`config.mk`:
```
export PLATFORM = sky130hd
export DESIGN_NAME = l2_vector_normalizer_core
export DESIGN_NICKNAME = d
export VERILOG_FILES = /design/src/rtl/core/l2vn_pkg.sv /design/src/rtl/core/l2_vector_normalizer_core.sv /design/src/rtl/core/l2vn_ram.sv /design/src/rtl/core/l2vn_div.sv
export SDC_FILE = /design/constraint.sdc
export NUM_CORES = 2
export LEC_CHECK = 0
export ABC_CLOCK_PERIOD_IN_PS = 8900
export BUFFER_PORTS_ARGS = -buffer_cell sky130_fd_sc_hd__buf_2
export CORE_ASPECT_RATIO = 1.1
export CORE_MARGIN = 1
export CORE_UTILIZATION = 53
export DETAILED_ROUTE_END_ITERATION = 16
export GPL_TIMING_DRIVEN = 0
export PLACE_DENSITY = 0.79
export SETUP_SLACK_MARGIN = 0.05
export SLEW_MARGIN = 0
export SYNTH_ARGS = -nofsm -noshare
export SYNTH_HDL_FRONTEND = slang
export SYNTH_SLANG_ARGS = --single-unit
export TNS_END_PERCENT = 5
```
`constraint.sdc`:
```
create_clock -name clk -period 8.9 [get_ports clk]
set_input_delay 1.335 -clock clk [delete_from_list [all_inputs] [get_ports clk]]
set_output_delay 1.335 -clock clk [all_outputs]
set_load 0.1 [all_outputs]
```
`src/rtl/core/l2vn_pkg.sv`:
```
// Shared widths, constants and types for the L2 vector normaliser.
// No dependencies; imported by the top level, the divider and the testbench.
`default_nettype none

package l2vn_pkg;

  localparam int unsigned VECTOR_LEN_DEF = 64;

  localparam int unsigned ELEM_W = 16;               // Q8.8 element
  localparam int unsigned MAG_W  = 16;               // magnitude of an element
  localparam int unsigned SQ_W   = 2 * MAG_W;        // one square
  localparam int unsigned SUM_W  = 37;               // sum of squares
  localparam int unsigned ROOT_W = (SUM_W + 1) / 2;  // floor square root
  localparam int unsigned Q_W    = 16;               // Q1.15 result

  localparam int unsigned DIV_BITS_PER_CYC = 4;
  localparam int unsigned DIV_CYCLES       = Q_W / DIV_BITS_PER_CYC;

  localparam logic [Q_W-1:0] Q_POS_MAX = 16'h7FFF;
  localparam logic [Q_W-1:0] Q_NEG_MAG = 16'h8000;

  typedef struct packed {
    logic           busy;
    logic           done;
    logic [Q_W-1:0] code;
  } div_sts_t;

endpackage

`default_nettype wire

```
`src/rtl/core/l2_vector_normalizer_core.sv`:
```
// L2 vector normaliser: top level. Buffers a vector, takes its norm and
// emits every element divided by it. Depends on l2vn_pkg, l2vn_ram, l2vn_div.
//
// Usage:
//   Input channel (in_valid / in_stall): one signed Q8.8 element per transfer,
//   in_end_of_vector marks the last one. An element that fills the buffer
//   (VECTOR_LEN entries) also closes the vector. While loading, one transfer
//   is taken every cycle.
//   Result channel (out_valid / out_stall): one Q1.15 result per stored
//   element, in arrival order; out_last_of_vector flags the final one and
//   out_zero_vector flags every result of a vector whose norm is zero
//   (values are then zero).
//   Sequence: after the closing transfer, a flush step folds in the last
//   square, the bit-serial square root runs (one result bit a cycle over
//   the 37-bit sum), then the first element is read, divided and loaded.
//   While emitting, the shared divider (4 bits a cycle) takes one element
//   at a time and holds it until its result is loaded into the output
//   register; the next element is read from the element buffer as that
//   result is loaded. in_stall is held high from the closing transfer until
//   the last result has been loaded into the output register.
//   A stalled receiver holds the output register; the divider result waits
//   until the register drains. Synchronous reset empties the vector and the
//   output register; buffer contents are left as they are.
`default_nettype none

module l2_vector_normalizer_core #(
  parameter int unsigned VECTOR_LEN = l2vn_pkg::VECTOR_LEN_DEF
) (
  input  wire logic                        clk,
  input  wire logic                        rst_n,
  input  wire logic                        in_valid,
  output logic                             in_stall,
  input  wire logic signed [l2vn_pkg::ELEM_W-1:0] in_element_value,
  input  wire logic                        in_end_of_vector,
  output logic                             out_valid,
  input  wire logic                        out_stall,
  output logic signed [l2vn_pkg::Q_W-1:0]  out_normalized_value,
  output logic                             out_last_of_vector,
  output logic                             out_zero_vector
);

  import l2vn_pkg::*;

  localparam int unsigned AW     = (VECTOR_LEN > 1) ? $clog2(VECTOR_LEN) : 1;
  localparam int unsigned CW     = $clog2(VECTOR_LEN + 1);
  localparam int unsigned SQ_TOP = 2 * ((SUM_W - 1) / 2);
  localparam int unsigned RT_W   = SUM_W + 1;

  localparam logic [2:0] S_LOAD  = 3'd0;
  localparam logic [2:0] S_FLUSH = 3'd1;
  localparam logic [2:0] S_SQRT  = 3'd2;
  localparam logic [2:0] S_RD    = 3'd3;
  localparam logic [2:0] S_START = 3'd4;
  localparam logic [2:0] S_DIV   = 3'd5;

  logic [2:0]        state_r;
  logic [CW-1:0]     cnt_r, cnt_inc;
  logic [CW-1:0]     k_r, k_inc;
  logic              sq_vld_r;
  logic [SQ_W-1:0]   sq_r;
  logic [SUM_W-1:0]  sum_r;
  logic              out_vld_r;

  // Square root working registers
  logic [SUM_W-1:0]  v_r, v_nxt;
  logic [RT_W-1:0]   root_r, root_nxt;
  logic [SUM_W-1:0]  bit_r, bit_nxt;

  logic              in_acc, vec_end, last_k, put, zero_norm;
  logic [MAG_W-1:0]  in_mag, rd_mag;
  logic              rd_en;
  logic [AW-1:0]     rd_addr;
  logic [ELEM_W-1:0] rd_data;
  logic              div_start;
  div_sts_t          div_sts;

  // ---------------------------------------------------------------------
  // Input side: take transfers only while loading
  // ---------------------------------------------------------------------
  assign in_stall = (state_r != S_LOAD);
  assign in_acc   = in_valid && !in_stall;
  assign cnt_inc  = cnt_r + CW'(1);
  assign vec_end  = in_end_of_vector || (cnt_inc == CW'(VECTOR_LEN));
  assign in_mag   = in_element_value[ELEM_W-1] ? MAG_W'(~in_element_value + 1'b1)
                                               : MAG_W'(in_element_value);

  // ---------------------------------------------------------------------
  // Emission side
  // ---------------------------------------------------------------------
  assign k_inc     = k_r + CW'(1);
  assign last_k    = (k_inc == cnt_r);
  assign zero_norm = (root_r[ROOT_W-1:0] == '0);
  assign put       = (state_r == S_DIV) && div_sts.done && (!out_vld_r || !out_stall);
  assign div_start = (state_r == S_START);

  // Prefetch the next element in the cycle that loads a result
  assign rd_en   = (state_r == S_RD) || (put && !last_k);
  assign rd_addr = put ? k_inc[AW-1:0] : k_r[AW-1:0];
  assign rd_mag  = rd_data[ELEM_W-1] ? MAG_W'(~rd_data + 1'b1) : MAG_W'(rd_data);

  // ---------------------------------------------------------------------
  // Bit-serial floor square root, one result bit a cycle
  // ---------------------------------------------------------------------
  always_comb begin
    logic [RT_W-1:0] trial;
    trial = root_r + RT_W'(bit_r);
    if ({1'b0, v_r} >= trial) begin
      v_nxt    = v_r - trial[SUM_W-1:0];
      root_nxt = (root_r >> 1) + RT_W'(bit_r);
    end else begin
      v_nxt    = v_r;
      root_nxt = root_r >> 1;
    end
    bit_nxt = bit_r >> 2;
  end

  // ---------------------------------------------------------------------
  // Control
  // ---------------------------------------------------------------------
  always_ff @(posedge clk) begin
    if (!rst_n) begin
      state_r   <= S_LOAD;
      cnt_r     <= '0;
      k_r       <= '0;
      sq_vld_r  <= 1'b0;
      sum_r     <= '0;
      out_vld_r <= 1'b0;
    end else begin
      sq_vld_r  <= in_acc;
      // Load a new result or hold the waiting one while the receiver stalls
      out_vld_r <= put || (out_vld_r && out_stall);
      case (state_r)
        S_LOAD: begin
          // Accumulate the square registered on the previous transfer
          if (sq_vld_r) begin
            sum_r <= sum_r + SUM_W'(sq_r);
          end
          if (in_acc) begin
            cnt_r <= cnt_inc;
            if (vec_end) begin
              state_r <= S_FLUSH;
            end
          end
        end
        S_FLUSH: begin
          sum_r   <= '0;
          state_r <= S_SQRT;
        end
        S_SQRT: begin
          if (bit_r == '0) begin
            k_r     <= '0;
            state_r <= S_RD;
          end
        end
        S_RD: begin
          state_r <= S_START;
        end
        S_START: begin
          state_r <= S_DIV;
        end
        S_DIV: begin
          if (put) begin
            if (last_k) begin
              cnt_r   <= '0;
              k_r     <= '0;
              state_r <= S_LOAD;
            end else begin
              k_r     <= k_inc;
              state_r <= S_START;
            end
          end
        end
        default: begin
          state_r <= S_LOAD;
        end
      endcase
    end
  end

  // ---------------------------------------------------------------------
  // Datapath registers
  // ---------------------------------------------------------------------
  always_ff @(posedge clk) begin
    if (in_acc) begin
      sq_r <= in_mag * in_mag;
    end
    if (state_r == S_FLUSH) begin
      v_r    <= sum_r + SUM_W'(sq_r);
      root_r <= '0;
      bit_r  <= SUM_W'(1) << SQ_TOP;
    end else if ((state_r == S_SQRT) && (bit_r != '0)) begin
      v_r    <= v_nxt;
      root_r <= root_nxt;
      bit_r  <= bit_nxt;
    end
    if (put) begin
      out_normalized_value <= zero_norm ? '0 : div_sts.code;
      out_last_of_vector   <= last_k;
      out_zero_vector      <= zero_norm;
    end
  end

  assign out_valid = out_vld_r;

  // ---------------------------------------------------------------------
  // Element buffer and shared divider
  // ---------------------------------------------------------------------
  l2vn_ram #(
    .WIDTH (ELEM_W),
    .DEPTH (VECTOR_LEN)
  ) u_buf (
    .clk     (clk),
    .wr_en   (in_acc),
    .wr_addr (cnt_r[AW-1:0]),
    .wr_data (in_element_value),
    .rd_en   (rd_en),
    .rd_addr (rd_addr),
    .rd_data (rd_data)
  );

  l2vn_div u_div (
    .clk     (clk),
    .rst_n   (rst_n),
    .start   (div_start),
    .mag     (rd_mag),
    .neg     (rd_data[ELEM_W-1]),
    .divisor (root_r[ROOT_W-1:0]),
    .sts     (div_sts)
  );

  // ---------------------------------------------------------------------
  // Assertions
  // ---------------------------------------------------------------------
  a_cnt_bound: assert property (@(posedge clk) disable iff (!rst_n)
    cnt_r <= CW'(VECTOR_LEN))
    else $error("element count beyond buffer depth");

  a_k_in_vec: assert property (@(posedge clk) disable iff (!rst_n)
    (state_r == S_RD || state_r == S_START || state_r == S_DIV) |-> (k_r < cnt_r))
    else $error("emission index outside the stored vector");

  a_div_idle: assert property (@(posedge clk) disable iff (!rst_n)
    div_start |-> !div_sts.busy)
    else $error("divider restarted while busy");

  a_zero_out: assert property (@(posedge clk) disable iff (!rst_n)
    (out_valid && out_zero_vector) |-> (out_normalized_value == '0))
    else $error("zero-norm result carries a non-zero value");

endmodule

`default_nettype wire

```
`src/rtl/core/l2vn_ram.sv`:
```
// Generic single-port-write, single-port-read RAM with registered read data.
// Depends on nothing.
`default_nettype none

module l2vn_ram #(
  parameter int unsigned WIDTH = 16,
  parameter int unsigned DEPTH = 64,
  localparam int unsigned AW   = (DEPTH > 1) ? $clog2(DEPTH) : 1
) (
  input  wire logic             clk,
  input  wire logic             wr_en,
  input  wire logic [AW-1:0]    wr_addr,
  input  wire logic [WIDTH-1:0] wr_data,
  input  wire logic             rd_en,
  input  wire logic [AW-1:0]    rd_addr,
  output logic      [WIDTH-1:0] rd_data
);

  logic [WIDTH-1:0] mem [DEPTH];

  always_ff @(posedge clk) begin
    if (wr_en) begin
      mem[wr_addr] <= wr_data;
    end
    if (rd_en) begin
      rd_data <= mem[rd_addr];
    end
  end

endmodule

`default_nettype wire

```
`src/rtl/core/l2vn_div.sv`:
```
// Multi-cycle restoring divider: (mag << 15) / divisor, four quotient bits a cycle,
// with signed Q1.15 saturation of the result. Depends on l2vn_pkg.
`default_nettype none

module l2vn_div (
  input  wire logic                      clk,
  input  wire logic                      rst_n,
  input  wire logic                      start,
  input  wire logic [l2vn_pkg::MAG_W-1:0]  mag,
  input  wire logic                      neg,
  input  wire logic [l2vn_pkg::ROOT_W-1:0] divisor,
  output l2vn_pkg::div_sts_t             sts
);

  import l2vn_pkg::*;

  localparam int unsigned CNT_W = (DIV_CYCLES > 1) ? $clog2(DIV_CYCLES) : 1;

  logic [ROOT_W-1:0] rem_r, rem_nxt;
  logic [Q_W-1:0]    dvd_r, dvd_nxt;
  logic [Q_W-1:0]    quo_r, quo_nxt;
  logic [CNT_W-1:0]  cnt_r;
  logic              busy_r, done_r, neg_r;
  logic [Q_W-1:0]    q_sat;

  // Four dependent restoring steps per cycle on narrow values
  always_comb begin
    logic [ROOT_W:0] trial;
    rem_nxt = rem_r;
    dvd_nxt = dvd_r;
    quo_nxt = quo_r;
    for (int i = 0; i < DIV_BITS_PER_CYC; i++) begin
      trial = {rem_nxt, dvd_nxt[Q_W-1]};
      if (trial >= {1'b0, divisor}) begin
        rem_nxt = ROOT_W'(trial - {1'b0, divisor});
        quo_nxt = {quo_nxt[Q_W-2:0], 1'b1};
      end else begin
        rem_nxt = trial[ROOT_W-1:0];
        quo_nxt = {quo_nxt[Q_W-2:0], 1'b0};
      end
      dvd_nxt = {dvd_nxt[Q_W-2:0], 1'b0};
    end
  end

  always_ff @(posedge clk) begin
    if (!rst_n) begin
      busy_r <= 1'b0;
      done_r <= 1'b0;
      cnt_r  <= '0;
    end else if (start) begin
      busy_r <= 1'b1;
      done_r <= 1'b0;
      cnt_r  <= '0;
    end else if (busy_r) begin
      cnt_r <= cnt_r + CNT_W'(1);
      if (cnt_r == CNT_W'(DIV_CYCLES - 1)) begin
        busy_r <= 1'b0;
        done_r <= 1'b1;
      end
    end
  end

  // Dividend is mag followed by fifteen zeros; top fifteen bits seed the remainder
  always_ff @(posedge clk) begin
    if (start) begin
      rem_r <= ROOT_W'(mag[MAG_W-1:1]);
      dvd_r <= {mag[0], {(Q_W-1){1'b0}}};
      quo_r <= '0;
      neg_r <= neg;
    end else if (busy_r) begin
      rem_r <= rem_nxt;
      dvd_r <= dvd_nxt;
      quo_r <= quo_nxt;
    end
  end

  always_comb begin
    if (neg_r) begin
      q_sat = (quo_r > Q_NEG_MAG) ? Q_NEG_MAG : quo_r;
      q_sat = ~q_sat + Q_W'(1);
    end else begin
      q_sat = (quo_r > Q_POS_MAX) ? Q_POS_MAX : quo_r;
    end
  end

  assign sts.busy = busy_r;
  assign sts.done = done_r;
  assign sts.code = q_sat;

endmodule

`default_nettype wire

```
# Word-level counts from Yosys, hierarchy flattened
# Memories as Yosys holds them, arrays and structs flattened. A register that Yosys moved wholly into a read port is not among the register bits.
# Index checks and enable logic that the tools add are counted.
[op_classes] n_addsub=14 multipliers=1 order_cmp=7 eq_ne=14 muxes=43 bitwise=4 n_reduce_logical=32
[ops] cell="$mux W37" count=4
[ops] cell="$mux W16" count=7
[ops] cell="$ge A20 B19 Y1" count=4
[ops] cell="$mux W19" count=4
[ops] cell="$sub A19 B19 Y19" count=4
[ops] cell="$pmux W37 S2" count=1
[ops] cell="$add A16 B1 Y16 const B" count=3
[ops] cell="$not A16 Y16" count=3
[ops] cell="$mux W7" count=6
[ops] cell="$add A37 B37 Y38" count=1
[ops] cell="$add A38 B37 Y38" count=1
[ops] cell="$ge A37 B38 Y1" count=1
[ops] cell="$mux W38" count=1
[ops] cell="$add A37 B32 Y37" count=1
[ops] cell="$logic_not A37 Y1" count=1
[ops] cell="$reduce_bool A37 Y1" count=1
[ops] cell="$sub A37 B37 Y37" count=1
[ops] cell="$mul A16 B16 Y32" count=1
[ops] cell="$mux W15" count=2
[ops] cell="$pmux W7 S2" count=2
[ops] cell="$logic_not A19 Y1" count=1
[ops] cell="$pmux W3 S6" count=1
[ops] cell="$gt A16 B15 Y1 const B" count=1
[ops] cell="$gt A16 B16 Y1 const B" count=1
[ops] cell="other kinds (23)" count=62
[word_totals] ff_bits=241 ram_bits=1024 input_bits=21 out_inout_bits=20 memories=1
[memory_table] name="u_buf.mem" words=64 width=16 read_ports=1 rd_clocked_by_memory_dff=1 write_ports=1 line="l2vn_ram.sv:19" text="logic [WIDTH-1:0] mem [DEPTH];"

# Logic depth before layout (Yosys ltp)
[depth] word_depth=10 depth_mapped=47

# Hierarchy
# A second synthesis with hierarchy kept.
[hier_totals] hier_cells=5270 hier_area_um2=68436.9
[modules_own_cells] mod="l2vn_ram" instances=1 cells_each=1829 area_each_um2=40202.3
[modules_own_cells] mod="l2_vector_normalizer_core" instances=1 cells_each=2526 area_each_um2=21338.0
[modules_own_cells] mod="l2vn_div" instances=1 cells_each=915 area_each_um2=6896.6

# Least setup slack after synthesis
# No wires, ideal clock.
[synth_timing] path_type="register to register" start="register root_r[0]" end="register u_div.rem_r[1], data pin" setup_ns=0.256 arrival_ns=9.567 required_time_ns=8.644 path_slack_ns=-0.922 stages_incl_launch_ff=44 period_less_slack_ns=9.822 cell_sequence="dfxtp_1 > ha_1 > inv_1 > fa_1 > a211oi_1 > o21ai_1 > a31oi_4 > o2111a_2 > clkbuf_8 > clkbuf_1 > nand2_1 > nand2_1 > ha_1 > a211oi_1 > o21a_1 > o211ai_1 > nand4_1 > a31oi_1 > [... 8 more ...] > nor3_1 > or3_1 > o211ai_1 > a21oi_2 > a21oi_4 > buf_12 > mux2_2 > ha_1 > or3_1 > o2111ai_1 > a21boi_0 > a21oi_1 > o21ai_0 > a31o_2 > a21oi_1 > a21oi_1 > xnor2_1 > a31o_2"
[synth_between] elab_chain_cells=10 word_cells_on_any_way=14 cone_classes="4 x add/sub; 4 x order compare; 6 x mux"
[synth_rtl] item="from (decl)" line="l2_vector_normalizer_core.sv:66" text="logic [RT_W-1:0] root_r, root_nxt;"
[synth_rtl] item="from (signal assigned)" line="l2_vector_normalizer_core.sv:193" text="root_r <= root_nxt;"
[synth_rtl] item="$sub A19 B19 Y19 or $ge A20 B19 Y1 (tied branches)" line="l2vn_div.sv:35, l2vn_div.sv:34"
[synth_rtl] item="$mux W19" line="l2vn_div.sv:34" text="if (trial >= {1'b0, divisor}) begin"
[synth_rtl] item="$sub A19 B19 Y19 or $ge A20 B19 Y1 (tied branches)" line="l2vn_div.sv:35, l2vn_div.sv:34"
[synth_rtl] item="$mux W19" line="l2vn_div.sv:34"
[synth_rtl] item="$ge A20 B19 Y1 or $sub A19 B19 Y19 (tied branches)" line="l2vn_div.sv:34, l2vn_div.sv:35"
[synth_rtl] item="$mux W19" line="l2vn_div.sv:34"
[synth_rtl] item="$sub A19 B19 Y19 or $ge A20 B19 Y1 (tied branches)" line="l2vn_div.sv:35, l2vn_div.sv:34"
[synth_rtl] item="$mux W19 *" line="l2vn_div.sv:34"
[synth_rtl] item="$mux W15 *" line="l2vn_div.sv:70" text="end else if (busy_r) begin"
[synth_rtl] item="$mux W15 *" line="l2vn_div.sv:65" text="if (start) begin"
[synth_rtl] item="to (signal assigned)" line="l2vn_div.sv:66" text="rem_r <= ROOT_W'(mag[MAG_W-1:1]);"
[synth_rtl] item="to (signal assigned)" line="l2vn_div.sv:71" text="rem_r <= rem_nxt;"
[synth_rtl] item="to (decl)" line="l2vn_div.sv:19" text="logic [ROOT_W-1:0] rem_r, rem_nxt;"
# Every way passes the cells marked *; elsewhere a longest branch is shown, timed or not. The select of a mux whose other input is x is not followed.
# A chain may end at the register's enable or synchronous reset.

# Worst setup path in the final report
[layout_timing] start="register u_div.dvd_r[15]" end="register u_div.rem_r[14], data pin"
[layout_between] elab_chain_cells=10 word_cells_on_any_way=14 cone_classes="4 x add/sub; 4 x order compare; 6 x mux"
[layout_rtl] item="from (decl)" line="l2vn_div.sv:20" text="logic [Q_W-1:0] dvd_r, dvd_nxt;"
[layout_rtl] item="from (signal assigned)" line="l2vn_div.sv:67" text="dvd_r <= {mag[0], {(Q_W-1){1'b0}}};"
[layout_rtl] item="from (signal assigned)" line="l2vn_div.sv:72" text="dvd_r <= dvd_nxt;"
[layout_rtl] item="$sub A19 B19 Y19 or $ge A20 B19 Y1 (tied branches)" line="l2vn_div.sv:35, l2vn_div.sv:34"
[layout_rtl] item="$mux W19 *" line="l2vn_div.sv:34"
[layout_rtl] item="$sub A19 B19 Y19 or $ge A20 B19 Y1 (tied branches)" line="l2vn_div.sv:35, l2vn_div.sv:34"
[layout_rtl] item="$mux W19 *" line="l2vn_div.sv:34"
[layout_rtl] item="$sub A19 B19 Y19 or $ge A20 B19 Y1 (tied branches)" line="l2vn_div.sv:35, l2vn_div.sv:34"
[layout_rtl] item="$mux W19 *" line="l2vn_div.sv:34"
[layout_rtl] item="$sub A19 B19 Y19 or $ge A20 B19 Y1 (tied branches)" line="l2vn_div.sv:35, l2vn_div.sv:34"
[layout_rtl] item="$mux W19 *" line="l2vn_div.sv:34"
[layout_rtl] item="$mux W15 *" line="l2vn_div.sv:70"
[layout_rtl] item="$mux W15 *" line="l2vn_div.sv:65"
# Marks and branches as above.

==> out/qor.csv <==
metric;value;unit
grt ovf;0;
dpl cells;6605;
vias post-DR;45220;
max_cap viols;0;
mean routed wirelength per cell;28.08;um
period utilization;1.084;
post-route cell area;76280;um^2
DRC errors left;0;
Final setup viols;25;
Yosys warnings;0;
Post-synth EDFFs;1143;
Critical Path Max Stage Delay;420;ps
routed vias/inst;6.530;
Setup crit start kind;flop;
failing checks;negative setup slack;
Worst slew margin;0.05846;
critical path type;flop to flop;
Seq/Total Area, Yosys;0.5531;
RSZ-0062 raised after global routing;true;
core footprint;125200;um^2
Critical Path End Type;flop;
Post-DP HPWL;121.8;mm
row count;136;
Final Routed Wirelength;194.5;mm
largest net degree at the start of global routing;73;
1st-iter DRT viols;5416;
CTS max path bufs;3;
critical path's slowest cell;edfxtp_1;
Hold Path Class;flop to flop;
fmax;103.7;MHz
IO Port Bufs;39;
ratio of cells with drive above 1 in the final layout;0.2011;
Starting Density;0.5351;
CP Max Fanout;8;
CTS Sinks;1280;
hold buffers post-CTS;0;
Worst-Skew Late Latency;760;ps
Cell Area, Synth;67020;um^2
die area;127900;um^2
DRT antenna net count;0;
# nets final;5632;
post-layout minimum cycle time;9645;ps
Syn Inst Count;4864;
first-pass GRT wire length;286.8;mm
Worst Tran Pin Value;1402;ps
ys async rst share;0;
WP data required;9350;ps
status;finished, violations left;
vias in the first global route;44970;
setup slack after layout;-744.5;ps
Slew Viols, Final;0;
clock transition at the registers of the reported paths;70;ps
H-Tree Depth;3;
Post-synth top flop;edfxtp_1;
GRT Resource Usage Total;0.3020;
Setup TNS Final;-13410;ps
Die Wd;341.0;um
worst clock skew;67.39;ps
fin cells;6925;
first-pass iteration count of the detailed router;6;
average size of a mapped cell;13.78;um^2
crit path DAT;10100;ps
Final Hold Fails;0;
GP Congestion;0.9383;
CTS tree;done;
CTS Root Cell;clkbuf_16;
Area after DPL;70090;um^2
die height;374.9;um
Synth-to-Final Area Change;13.82;%
fillers;8939;
CTS buffer count;120;
initial antenna violation count;8;
I/O pin cnt;41;
register bit total from synthesis;1280;
Distinct cells, synth;105;
## layer usage
metal	wire length, um	track usage	part of all wire
met1	67280	0.3662	0.35
met2	95290	0.5086	0.49
met3	19330	0.06113	0.099
met4	12510	0.1612	0.064
met5	72	0	0.00037
## worst max-delay path: cells and delay by family (launching register included)
kind | cells | cell delay (ps)
AO/OA/AOI/OAI | 21 | 4170
adder cells (fa/ha/maj) | 5 | 1670
buffers and inverters | 8 | 1120
flip-flops | 1 | 420
multiplexers | 3 | 910
AND/OR/NAND/NOR | 5 | 1030
## state kept, by name (all words and copies together) (netlist names), 19 cells and up
name and flops:
sum_r 37, u_div.rem_r 19, bit_r 19, sq_r 31, u_buf.mem 1024, root_r 38
v_r 37
## cells in the final DEF, fill, tap and decap left out, types with 30 or more instances in the layout
cell	n
a211oi_1	49
a21o_1	62
a21oi_1	237
a31oi_1	67
and3_1	30
buf_2	62
buf_4	100
buf_8	30
clkbuf_1	150
clkbuf_16	123
dfxtp_1	121
edfxtp_1	1143
fa_1	165
ha_1	244
ha_4	31
inv_1	300
mux2i_1	35
mux4_2	336
nand2_1	289
nand2b_1	45
nand3_1	86
nand4_1	38
nor2_1	359
nor2_2	60
nor3_1	68
o21a_1	38
o21ai_0	154
xnor2_1	155
xor2_1	80
## logic make-up after synthesis
group	count (synthesis)	share of synthesized area
buf+inv	524	0.03176
fa+ha+maj	449	0.1025
mux	407	0.1245
simple gates	1125	0.07679
xor+xnor	247	0.03228
flops	1280	0.5531
other cells	2	0.0001121
compound gates	830	0.07896
## synth_stat cells, types with 30 or more instances
cell type | instances | area, um^2
or3_1 | 30 | 187.7
a211oi_1 | 51 | 382.9
xor2_1 | 89 | 779.5
mux4_2 | 336 | 7567
and3_1 | 31 | 193.9
xnor2_1 | 158 | 1384
nand2b_1 | 45 | 281.5
o21ai_0 | 174 | 870.8
a21oi_1 | 251 | 1256
a31oi_1 | 68 | 425.4
a21o_1 | 62 | 465.5
clkbuf_1 | 131 | 491.7
ha_1 | 282 | 3528
dfxtp_1 | 137 | 2743
edfxtp_1 | 1143 | 34320
o21a_1 | 38 | 285.3
nand2_1 | 296 | 1111
fa_1 | 167 | 3343
nand3_1 | 86 | 430.4
nand4_1 | 38 | 237.7
nor3_1 | 72 | 360.4
buf_2 | 41 | 205.2
mux2i_1 | 43 | 430.4
nor2_1 | 420 | 1577
inv_1 | 321 | 1205
## cell type report
class / instances / area (um^2) / share of cell area
clock buffers: 152 / 3203 / 0.04199
inverters: 330 / 1301 / 0.01706
flip-flops and latches: 1280 / 37100 / 0.4864
well taps: 1656 / 2072 / 0.02716
plain buffers: 193 / 962.2 / 0.01261
repair buffers: 167 / 1530 / 0.02006
clock inverters: 74 / 895.9 / 0.01175
multi-input cells: 3070 / 29210 / 0.3829
diodes: 3 / 7.507 / 0.00009842
## path summary, 6_finish.rpt
path,start,to,slack (ps),depth (start not counted)
worst min register to register,sum_r[20]$_SDFFE_PN0P_,sum_r[20]$_SDFFE_PN0P_,470,2
worst max register to register,u_div.dvd_r[15]$_SDFFCE_PN0P_,u_div.rem_r[14]$_DFFE_PP_,-740,42
worst min-delay path,sum_r[20]$_SDFFE_PN0P_,sum_r[20]$_SDFFE_PN0P_,470,2
worst max-delay path,u_div.dvd_r[15]$_SDFFCE_PN0P_,u_div.rem_r[14]$_DFFE_PP_,-740,42
## repair_timing
item,CTS,global route
setup endpoints to repair,40,29
setup buffers,75,14
cloned,2,0
pin swaps,52,45
gates resized for setup,220,57
## metrics by stage
step	util	worst slack (ps)	hold slack (ps)
6_report	0.6090	-744.5	471.8
5_1_grt	0.6090	-846.7	486.7
4_1_cts	0.6056	-524.5	472.8
3_5_place_dp	0.5597	-2473	465.3
3_3_place_gp	0.5544	-2469	456.8
2_1_floorplan	-	-55.11	436.6
Power is left out: the tool's default activity adds up to more than one toggle a clock period on the data nets, which glitch-free logic cannot reach.
